$ cat src/rtl/core/sali_pkg.sv
package sali_pkg;

  localparam int VAL_W        = 32;
  localparam int CNT_W        = 5;
  localparam int CAPACITY_DEF = 16;
  localparam logic [CNT_W-1:0] LIMIT_RST = 5'd16;

  typedef enum logic [1:0] {
    KIND_SORTED = 2'd0,
    KIND_POS    = 2'd1,
    KIND_READ   = 2'd2,
    KIND_CLEAR  = 2'd3
  } kind_t;

  typedef enum logic [1:0] {
    ST_OK   = 2'd0,
    ST_FULL = 2'd1,
    ST_DUP  = 2'd2,
    ST_BAD  = 2'd3
  } status_t;

  typedef struct packed {
    logic             sorted;
    logic             rd;
    logic [VAL_W-1:0] val;
    logic [CNT_W-1:0] pos;
    logic [CNT_W-1:0] count;
  } cell_ctl_t;

endpackage

$ cat src/rtl/core/sali_cell.sv
module sali_cell
  import sali_pkg::*;
#(
  parameter int IDX = 0
) (
  input  logic             clk,
  input  cell_ctl_t        ctl,
  input  logic             shift_en,
  input  logic [VAL_W-1:0] left_data,
  input  logic             left_ge,
  output logic [VAL_W-1:0] data,
  output logic             ge,
  output logic             hit,
  output logic [VAL_W-1:0] rd_data
);

  localparam int IW = (CNT_W > $clog2(IDX + 2)) ? CNT_W : $clog2(IDX + 2);

  logic [VAL_W-1:0] entry_r;
  logic [VAL_W-1:0] entry_nxt;
  logic             in_use;
  logic             lt;
  logic             self_ge;

  assign in_use  = IW'(IDX) < IW'(ctl.count);
  assign lt      = in_use && ($signed(entry_r) < $signed(ctl.val));
  assign self_ge = ctl.sorted ? !lt : (IW'(IDX + 1) >= IW'(ctl.pos));
  assign ge      = self_ge || left_ge;
  assign hit     = in_use && ge && !left_ge && (entry_r == ctl.val);
  assign rd_data = (ctl.rd && (IW'(IDX) == IW'(ctl.pos))) ? entry_r : '0;
  assign data    = entry_r;

  always_comb begin
    entry_nxt = entry_r;
    if (shift_en && ge) begin
      entry_nxt = left_ge ? left_data : ctl.val;
    end
  end

  always_ff @(posedge clk) begin
    entry_r <= entry_nxt;
  end

endmodule

$ cat src/rtl/core/sorted_array_list_insert.sv
// Channel | Dir | tdata (low bit up)                    | tuser
// in_     | in  | value[31:0], position[36:32], pad     | kind[1:0]
// out_    | out | entry_count[4:0], read_value[36:5], pad| status[1:0]
// cfg_    | in  | capacity_limit[4:0]                   | -
// For each request every cell compares and shifts at once; the result
// lands in the output register on the accepting edge.
// A new request is taken each cycle while the output register is empty or being drained.
// Reset clears the entry count, the output valid and sets the limit to 16; entries stay
// undefined until written.
// A stalled output holds its request and blocks input until taken.
module sorted_array_list_insert
  import sali_pkg::*;
#(
  parameter int CAPACITY = CAPACITY_DEF
) (
  input  logic        clk,
  input  logic        rst_n,
  input  logic        in_tvalid,
  output logic        in_tready,
  input  logic [39:0] in_tdata,   // value[31:0], position[36:32], zero pad
  input  logic [1:0]  in_tuser,   // kind[1:0]
  output logic        out_tvalid,
  input  logic        out_tready,
  output logic [39:0] out_tdata,  // entry_count[4:0], read_value[36:5], zero pad
  output logic [1:0]  out_tuser,  // status[1:0]
  input  logic        cfg_wr_en,
  input  logic [4:0]  cfg_wr_data
);

  localparam int LW = (CNT_W > $clog2(CAPACITY + 1)) ? CNT_W : $clog2(CAPACITY + 1);

  logic [CNT_W-1:0] limit_r;
  logic [CNT_W-1:0] count_r, count_nxt;
  logic             out_valid_r;
  status_t          status_r, status_nxt;
  logic [CNT_W-1:0] out_count_r;
  logic [VAL_W-1:0] rd_r, rd_nxt;

  kind_t            kind;
  logic [VAL_W-1:0] in_val;
  logic [CNT_W-1:0] in_pos;
  logic             accept;
  logic             is_ins, full, bad_pos, dup, shift_en;
  logic [LW-1:0]    eff_limit;
  cell_ctl_t        ctl;

  logic [VAL_W-1:0] c_data [CAPACITY];
  logic             c_ge   [CAPACITY];
  logic [CAPACITY-1:0] c_hit;
  logic [VAL_W-1:0] c_rd   [CAPACITY];

  assign kind   = kind_t'(in_tuser);
  assign in_val = in_tdata[31:0];
  assign in_pos = in_tdata[36:32];

  assign in_tready = !out_valid_r || out_tready;
  assign accept    = in_tvalid && in_tready;

  assign eff_limit = (LW'(limit_r) > LW'(CAPACITY)) ? LW'(CAPACITY) : LW'(limit_r);
  assign is_ins    = (kind == KIND_SORTED) || (kind == KIND_POS);
  assign full      = LW'(count_r) >= eff_limit;
  assign bad_pos   = (in_pos == '0) || ({1'b0, in_pos} > ({1'b0, count_r} + 6'd1));
  assign dup       = |c_hit;

  assign ctl.sorted = (kind == KIND_SORTED);
  assign ctl.rd     = (kind == KIND_READ);
  assign ctl.val    = in_val;
  assign ctl.pos    = in_pos;
  assign ctl.count  = count_r;

  assign shift_en = accept && is_ins && !full &&
                    (ctl.sorted ? !dup : !bad_pos);

  genvar g;
  generate
    for (g = 0; g < CAPACITY; g++) begin : g_cell
      if (g == 0) begin : g_head
        sali_cell #(.IDX(g)) u_cell (
          .clk      (clk),
          .ctl      (ctl),
          .shift_en (shift_en),
          .left_data(in_val),
          .left_ge  (1'b0),
          .data     (c_data[g]),
          .ge       (c_ge[g]),
          .hit      (c_hit[g]),
          .rd_data  (c_rd[g])
        );
      end else begin : g_body
        sali_cell #(.IDX(g)) u_cell (
          .clk      (clk),
          .ctl      (ctl),
          .shift_en (shift_en),
          .left_data(c_data[g-1]),
          .left_ge  (c_ge[g-1]),
          .data     (c_data[g]),
          .ge       (c_ge[g]),
          .hit      (c_hit[g]),
          .rd_data  (c_rd[g])
        );
      end
    end
  endgenerate

  always_comb begin
    status_nxt = ST_OK;
    count_nxt  = count_r;
    rd_nxt     = '0;
    case (kind)
      KIND_SORTED: begin
        if (full) begin
          status_nxt = ST_FULL;
        end else if (dup) begin
          status_nxt = ST_DUP;
        end else begin
          count_nxt = count_r + 5'd1;
        end
      end
      KIND_POS: begin
        if (full) begin
          status_nxt = ST_FULL;
        end else if (bad_pos) begin
          status_nxt = ST_BAD;
        end else begin
          count_nxt = count_r + 5'd1;
        end
      end
      KIND_READ: begin
        if (in_pos < count_r) begin
          for (int i = 0; i < CAPACITY; i++) begin
            rd_nxt = rd_nxt | c_rd[i];
          end
        end else begin
          status_nxt = ST_BAD;
        end
      end
      KIND_CLEAR: begin
        count_nxt = '0;
      end
      default: begin
        status_nxt = ST_OK;
      end
    endcase
  end

  always_ff @(posedge clk) begin
    if (!rst_n) begin
      limit_r     <= LIMIT_RST;
      count_r     <= '0;
      out_valid_r <= 1'b0;
    end else begin
      if (cfg_wr_en) begin
        limit_r <= cfg_wr_data;
      end
      if (accept) begin
        count_r     <= count_nxt;
        out_valid_r <= 1'b1;
      end else if (out_tready) begin
        out_valid_r <= 1'b0;
      end
    end
  end

  always_ff @(posedge clk) begin
    if (accept) begin
      status_r    <= status_nxt;
      out_count_r <= count_nxt;
      rd_r        <= rd_nxt;
    end
  end

  assign out_tvalid = out_valid_r;
  assign out_tuser  = status_r;
  assign out_tdata  = {3'b000, rd_r, out_count_r};

  a_count_cap: assert property (@(posedge clk) disable iff (!rst_n)
    LW'(count_r) <= LW'(CAPACITY))
    else $error("entry count beyond capacity");

  a_count_step: assert property (@(posedge clk) disable iff (!rst_n)
    accept && (kind != KIND_CLEAR) |=>
      (count_r == $past(count_r)) || (count_r == $past(count_r) + 5'd1))
    else $error("entry count moved by more than one");

  a_clear: assert property (@(posedge clk) disable iff (!rst_n)
    accept && (kind == KIND_CLEAR) |=> (count_r == '0) && (out_tdata[4:0] == '0))
    else $error("clear did not empty the list");

  a_reject_hold: assert property (@(posedge clk) disable iff (!rst_n)
    accept && (status_nxt != ST_OK) |=> (count_r == $past(count_r)))
    else $error("rejected request changed the count");

  a_result_match: assert property (@(posedge clk) disable iff (!rst_n)
    accept |=> out_tvalid && (out_tdata[4:0] == count_r))
    else $error("reported count differs from held count");

endmodule

$ cat config.mk
export PLATFORM = sky130hd
export DESIGN_NAME = sorted_array_list_insert
export DESIGN_NICKNAME = d
export VERILOG_FILES = /design/src/rtl/core/sali_pkg.sv /design/src/rtl/core/sali_cell.sv /design/src/rtl/core/sorted_array_list_insert.sv
export SDC_FILE = /design/constraint.sdc
export NUM_CORES = 2
export LEC_CHECK = 0
export ABC_AREA = 1
export BUFFER_PORTS_ARGS = -buffer_cell sky130_fd_sc_hd__buf_2
export CORE_MARGIN = 2
export CORE_UTILIZATION = 35
export CTS_BUF_LIST = sky130_fd_sc_hd__clkbuf_2
export DETAILED_ROUTE_END_ITERATION = 10
export GPL_TIMING_DRIVEN = 1
export SYNTH_ARGS = -nofsm -noshare
export SYNTH_HDL_FRONTEND = slang
export SYNTH_SLANG_ARGS = --single-unit
$ cat constraint.sdc
create_clock -name clk -period 7.5 [get_ports clk]
set_input_delay 1.125 -clock clk [delete_from_list [all_inputs] [get_ports clk]]
set_output_delay 1.125 -clock clk [all_outputs]
set_load 0.05 [all_outputs]
## Yosys cells after proc, flatten, opt, wreduce, memory -nomap -nowiden

Cells that the tools add are included.

| storage, ports and cells | value |
|---|---|
| input bits | 52 |
| register bits after elaboration | 562 |

| operators by class | value |
|---|---|
| add/sub/neg operators | 2 |
| reduce and logical (&&, ||, !) cells | 157 |
| multiplexer cells | 62 |
| magnitude comparators | 52 |
| bitwise logic cells | 15 |
| eq/ne operators | 34 |

Operator list:

| kind | count |
|---|---|
| 2-to-1 mux 32 bit | 31 |
| equality test 32 bit | 16 |
| less-than comparator 32 bit | 16 |
| OR 32 bit | 15 |
| logical AND 1 bit | 99 |
| equality test 4 x 5 -> 1 bit (first input constant) | 8 |
| >= comparator 4 x 5 -> 1 bit (first input constant) | 8 |
| less-than comparator 4 x 5 -> 1 bit (first input constant) | 8 |
| zero test 1 bit | 35 |
| 2-to-1 mux 5 bit | 5 |
| equality test 3 x 5 -> 1 bit (first input constant) | 4 |
| >= comparator 3 x 5 -> 1 bit (first input constant) | 4 |
| less-than comparator 3 x 5 -> 1 bit (first input constant) | 4 |
| 2-to-1 mux 1 bit | 19 |
| logical OR 1 bit | 18 |
| OR reduction 16 bit | 1 |
| one-hot mux 5 bit (3 select lines) | 1 |
| equality test 2 x 5 -> 1 bit (first input constant) | 2 |
| >= comparator 2 x 5 -> 1 bit (first input constant) | 2 |
| less-than comparator 1 x 5 -> 1 bit (first input constant) | 2 |
| less-than comparator 2 x 5 -> 1 bit (first input constant) | 2 |
| 2-to-1 mux 2 bit | 5 |
| adder 5 x 1 -> 6 bit (second input constant) | 1 |
| > comparator 5 x 6 -> 1 bit | 1 |
| other kinds (14) | 15 |

## Logic depth before layout (Yosys ltp)

| depth | value |
|---|---|
| word-level depth | 27 |
| depth in mapped cells | 35 |
| depth with buffers taken out | 34 |

## Cells and area by module

From an unflattened synthesis, not the netlist that was laid out.

| unflattened totals | value |
|---|---|
| cells, all modules | 5790 |
| area, all modules | 44126.1 µm² |

Modules (own cells, without submodules):

| module | times used | area each (µm²) | cells each |
|---|---|---|---|
| sali_cell at g_cell[13].g_body.u_cell ... | 2 | 2486.1 | 326 |
| sorted_array_list_insert | 1 | 3838.7 | 405 |
| sali_cell at g_cell[3].g_body.u_cell | 1 | 2573.7 | 354 |
| sali_cell at g_cell[5].g_body.u_cell | 1 | 2558.7 | 348 |
| sali_cell at g_cell[7].g_body.u_cell | 1 | 2558.7 | 347 |
| sali_cell at g_cell[11].g_body.u_cell | 1 | 2556.2 | 352 |
| sali_cell at g_cell[1].g_body.u_cell | 1 | 2553.7 | 352 |
| sali_cell at g_cell[15].g_body.u_cell | 1 | 2549.9 | 346 |
| sali_cell at g_cell[2].g_body.u_cell | 1 | 2529.9 | 333 |
| sali_cell at g_cell[12].g_body.u_cell | 1 | 2499.9 | 328 |
| sali_cell at g_cell[0].g_head.u_cell | 1 | 2494.9 | 328 |
| sali_cell at g_cell[8].g_body.u_cell | 1 | 2494.9 | 330 |
| sali_cell at g_cell[9].g_body.u_cell | 1 | 2493.6 | 330 |
| sali_cell at g_cell[10].g_body.u_cell | 1 | 2487.4 | 331 |
| 2 more rows | - | - | - |

## Worst setup path after synthesis

Ideal clock, no wire load.

| timing | value |
|---|---|
| path kind | in2reg |
| from | input port in_tdata[15] |
| to | register g_cell[11].g_body.u_cell.entry_r[0] (enable) |
| path buffers | 2 |
| required time | 7068 ps |
| cell stages on the path | 30 |
| slack | 1302 ps |
| setup time | 432 ps |
| arrival time | 5767 ps |
| cell sequence | clkbuf_1 > clkinv_1 > ha_1 > nand2_1 > nor2_1 > nand2_1 > inv_1 > nand2_1 > nand2_1 > nand2_1 > nand2_1 > nand2_1 > nand3_1 > nand2_2 > nand3_1 > nor2_1 > buf_2 > nand2_1 > nor2_1 > nor2_1 > nand3_1 > nor2_1 > nand3_1 > nor2_1 > nand2_1 > inv_2 > nand2_1 > nand2_1 > nand2_2 > a21oi_1 |

| on the way | value |
|---|---|
| word-level cells in the longest chain between the ends | 27 |

Ends and longest elaborated chain:

| what | line | source |
|---|---|---|
| start: declaration | sorted_array_list_insert.sv:20 | `input logic [39:0] in_tdata,` |
| less-than comparator 32 bit | sali_cell.sv:26 | `assign lt = in_use && ($signed(entry_r) < $signed(ctl.val));` |
| logical AND 1 bit | sali_cell.sv:26 |  |
| zero test 1 bit | sali_cell.sv:27 | `assign self_ge = ctl.sorted ? !lt : (IW'(IDX + 1) >= IW'(ctl.pos));` |
| 2-to-1 mux 1 bit | sali_cell.sv:27 |  |
| logical OR 1 bit (15 in series) | sali_cell.sv:28 | `assign ge = self_ge \|\| left_ge;` |
| logical AND 1 bit (3 in series) | sali_cell.sv:29 | `assign hit = in_use && ge && !left_ge && (entry_r == ctl.val);` |
| OR reduction 16 bit | sorted_array_list_insert.sv:63 | `assign dup = \|c_hit;` |
| zero test 1 bit | sorted_array_list_insert.sv:72 | `(ctl.sorted ? !dup : !bad_pos);` |
| 2-to-1 mux 1 bit | sorted_array_list_insert.sv:72 |  |
| logical AND 1 bit | sorted_array_list_insert.sv:71 | `assign shift_en = accept && is_ins && !full &&` |
| logical AND 1 bit * | sali_cell.sv:35 | `if (shift_en && ge) begin` |
| end signal: assignment | sali_cell.sv:41 | `entry_r <= entry_nxt;` |
| end: declaration | sali_cell.sv:19 | `logic [VAL_W-1:0] entry_r;` |

Every way passes the cells marked *; elsewhere a longest branch is shown, timed or not.
A chain may end at the register's enable or synchronous reset.

## Worst setup path after layout

| timing | value |
|---|---|
| from | input port in_tdata[31] |
| to | register g_cell[15].g_body.u_cell.entry_r[5] (data pin) |

| on the way | value |
|---|---|
| word-level cells in the longest chain between the ends | 19 |

Ends and longest elaborated chain:

| what | line | source |
|---|---|---|
| less-than comparator 32 bit | sali_cell.sv:26 |  |
| logical AND 1 bit | sali_cell.sv:26 |  |
| zero test 1 bit | sali_cell.sv:27 |  |
| 2-to-1 mux 1 bit | sali_cell.sv:27 |  |
| logical OR 1 bit (13 in series) | sali_cell.sv:28 |  |
| logical OR 1 bit * | sali_cell.sv:28 |  |
| 2-to-1 mux 32 bit * | sali_cell.sv:36 | `entry_nxt = left_ge ? left_data : ctl.val;` |
| end signal: assignment | sali_cell.sv:41 |  |
| end: declaration | sali_cell.sv:19 |  |

Marked as above.

==> results.yml <==
run_status:
  outcome: "complete, but fails checks"
  violations: "capacitance limit"
clock_tree:
  numCtsBuffers: 160
  cts_tree: "done"
  cts_resized: 0
  root_buffer: "clkbuf_2"
  cts_buffer_depth: 3
  cts_max_level: 4
  clock_sinks: 562
  postCtsSetupRepairBufs: 0
  clkLatencyLatePin_ns: 1.51
  path_clk_slew_ns: 0.09
  cts_hold_buffers: 47
detailed_routing:
  dr.pass1.iters: 8
  vias_per_cell: 5.803
  dr_total_vias: 36780
  first_iter_violations: 4794
  drt_wl_total_mm: 171.1
  antenna_left: 0
  drc: 0
  wl_per_cell_um: 27.00
sta:
  clock_skew_ns: 0.1186
  finalSetupTns_ns: 0
  setup_viol: 0
  grt_setup_unrepaired: "no"
  maxSlewHeadroom_pct: 0.07606
  max_clock_freq_mhz: 154.5
  tightestPinTransition_ns: 1.493
  min_period_over_period_pct: 86.30
  period_needed_ns: 6.472
  drv_slew: 0
  hold_viol_final: 0
yosys:
  ys_seq_area_share_pct: 42.98
  synth_edf_count: 551
  post_synth_num_cell_types: 63
  synth_top_cell_by_area: "edfxtp_1"
  syn-cell-area_um2: 39010
  yosysWarnings: 0
  synthMostInstantiatedCell: "nand2_1"
  async_reset_ff_share_pct: 0
  synthTopCellsByArea: "edfxtp_1 42%, ha_1 17%, nand2_1 11%"
  synthCells: 4448
  yosys_most_used_dff: "edfxtp_1"
  synth_top_area_share_pct: 42.41
  synth-seq-cells: 562
  avgSynthCellArea_um2: 8.771
  synth_common_cells: "1099 x nand2_1, 560 x o21ai_0, 551 x edfxtp_1, 528 x ha_1, 462 x inv_1"
power:
  powerDensity_nw_per_um2: 183.6
  p_leak_nw: 19.30
  peakVddDrop_v: 0.0001376
placement:
  hpwl_mm: 129.5
  gp_congestion: 1.071
  placement.io_buffers: 89
  placed_area_um2: 42100
die:
  num_rows: 122
  die_area_um2: 114100
  io_pins: 96
  die_h_um: 337.9
  die_w_um: 337.9
  core-area_um2: 110700
  initial_core_util_pct: 35.25
setup_path:
  arrival_ns: 7.61
  critical-path-max-stage-delay_ns: 0.57
  start_kind: "input pin"
  crit_required_ns: 8.64
  crit_buf_inv: 8
  cp_slowest_cell: "dlygate4sd3_1"
  worstPathMaxFanout: 29
  endpoint_kind: "flip-flop"
  path_class: "in2reg"
  crit_family: "simple AND/OR/NAND/NOR gates"
final_layout:
  drive_gt1_share_pct: 11.65
  nets: 5304
  fin_area_um2: 44150
  area_growth_pct: 13.17
  fillers: 11200
global_route:
  grt_busiest_layer: "met2"
  grtUsageMet1_pct: 37.95
  grt_use_total_pct: 29.76
  grt-ovfl-total: 0
  grt_pass1_vias: 34790
  grt_pass1_wl_mm: 240.7
  antenna_found_initial: 16
  use_met3_pct: 8.546
  grt_max_degree: 67
  grt_use_met2_pct: 44.98
run:
  drv_cap: 1
worst_hold_path:
  hp-class: "in2reg"
[worst register-to-register path, stage by stage, from the launching register on]
cell and delay (ns):
edfxtp_1 0.49, ha_1 0.45, nand2_1 0.13, nor2_1 0.17
nand4_1 0.38, a21oi_1 0.59, nor2_1 0.23, nand3b_1 0.14
nand3_1 0.08, nand2_1 0.15, nand3_4 0.30, nor2_8 0.40
nand4_4 0.18, nor2_8 0.17, nand4_4 0.10, nor2_4 0.17
inv_2 0.33, nor2_4 0.20, inv_2 0.32, nor2_4 0.34
inv_2 0.34, nand2_1 0.18, o21ai_2 0.06
[cell usage in the layout, fill, tap and decap left out, types with 33 or more instances in the layout]
cell type / count
o21ai_0: 560
a221oi_1: 47
o22ai_1: 48
clkinv_1: 52
edfxtp_1: 551
nand2_1: 1099
nand3_1: 88
dlygate4sd3_1: 47
ha_1: 528
a21oi_1: 265
a211oi_1: 33
nor2_1: 155
clkbuf_2: 223
inv_1: 460
nand4_1: 85
buf_4: 139
buf_2: 89
[final timing paths]
path	start	endpoint	slack [ns]	cells past startpoint
worst max-delay path	in_tdata[31]	g_cell[15].g_body.u_cell.data[5]	1.03	26
worst min-delay path	in_tdata[7]	g_cell[0].g_head.u_cell.data[7]	0.18	1
worst max register to register	g_cell[2].g_body.u_cell.data[31]	g_cell[15].g_body.u_cell.data[5]	1.31	22
worst min register to register	g_cell[7].g_body.u_cell.data[17]	g_cell[8].g_body.u_cell.data[17]	0.56	2
[report_power, final]
part           switching [mW]  total (mW)  internal (mW)  leakage, nW
clock                    1.49        2.58           1.08         1.14
sequential              0.150        3.85           3.70         5.16
combinational            1.18        1.68          0.500         13.0
[per-layer routing]
layer,vias to the layer above,routed length [µm]
li1,16450,-
met1,17460,65660
met2,2312,73410
met3,547,21270
met4,12,10670
met5,-,69
[logic make-up after synthesis]
family	count (synthesis)	share of synthesized area (%)
xor gates and xnor gates	2	0.04491
DFF	562	42.98
AOI/OAI and AO/OA	1136	16.62
adders and majority gates	528	16.93
and+or+nand+nor	1546	16.59
buffers and inverters	664	6.565
other	1	0.009612
muxes	9	0.2598
[stage by stage]
step	cells	util [%]	hold slack, ns	power (mW)	worst slack, ns
4_1_cts	6329	39.88	0.002233	8.092	1.407
2_1_floorplan	4450	-	0.4495	4.849	1.302
3_3_place_gp	6003	38.04	0.4792	5.487	0.4681
6_report	6337	39.90	0.1812	8.108	1.028
3_5_place_dp	6003	38.04	0.4857	5.530	0.4795
5_1_grt	6331	39.88	0.08629	8.446	0.9022
[registers in the layout, indices dropped and copies added, names as in the netlist]
name,count
count_r,5
g_cell.g_body.u_cell.data,480
g_cell.g_head.u_cell.data,32
limit_r,5
out_count_r,5
out_tuser,2
out_tvalid,1
rd_r,32
[layout make-up]
| cell class | instances | area (µm²) | share of cell area (%) |
|---|---|---|---|
| Multi-Input combinational cell | 3224 | 19920 | 45.11 |
| Sequential cell | 562 | 16770 | 37.97 |
| Clock buffer | 223 | 1116 | 2.528 |
| Inverter | 490 | 1839 | 4.166 |
| Tap cell | 1488 | 1862 | 4.217 |
| Timing Repair Buffer | 286 | 2180 | 4.937 |
| Antenna cell | 8 | 20.02 | 0.04534 |
| Clock inverter | 56 | 450.4 | 1.020 |
Power figures use the tool's default switching activity.
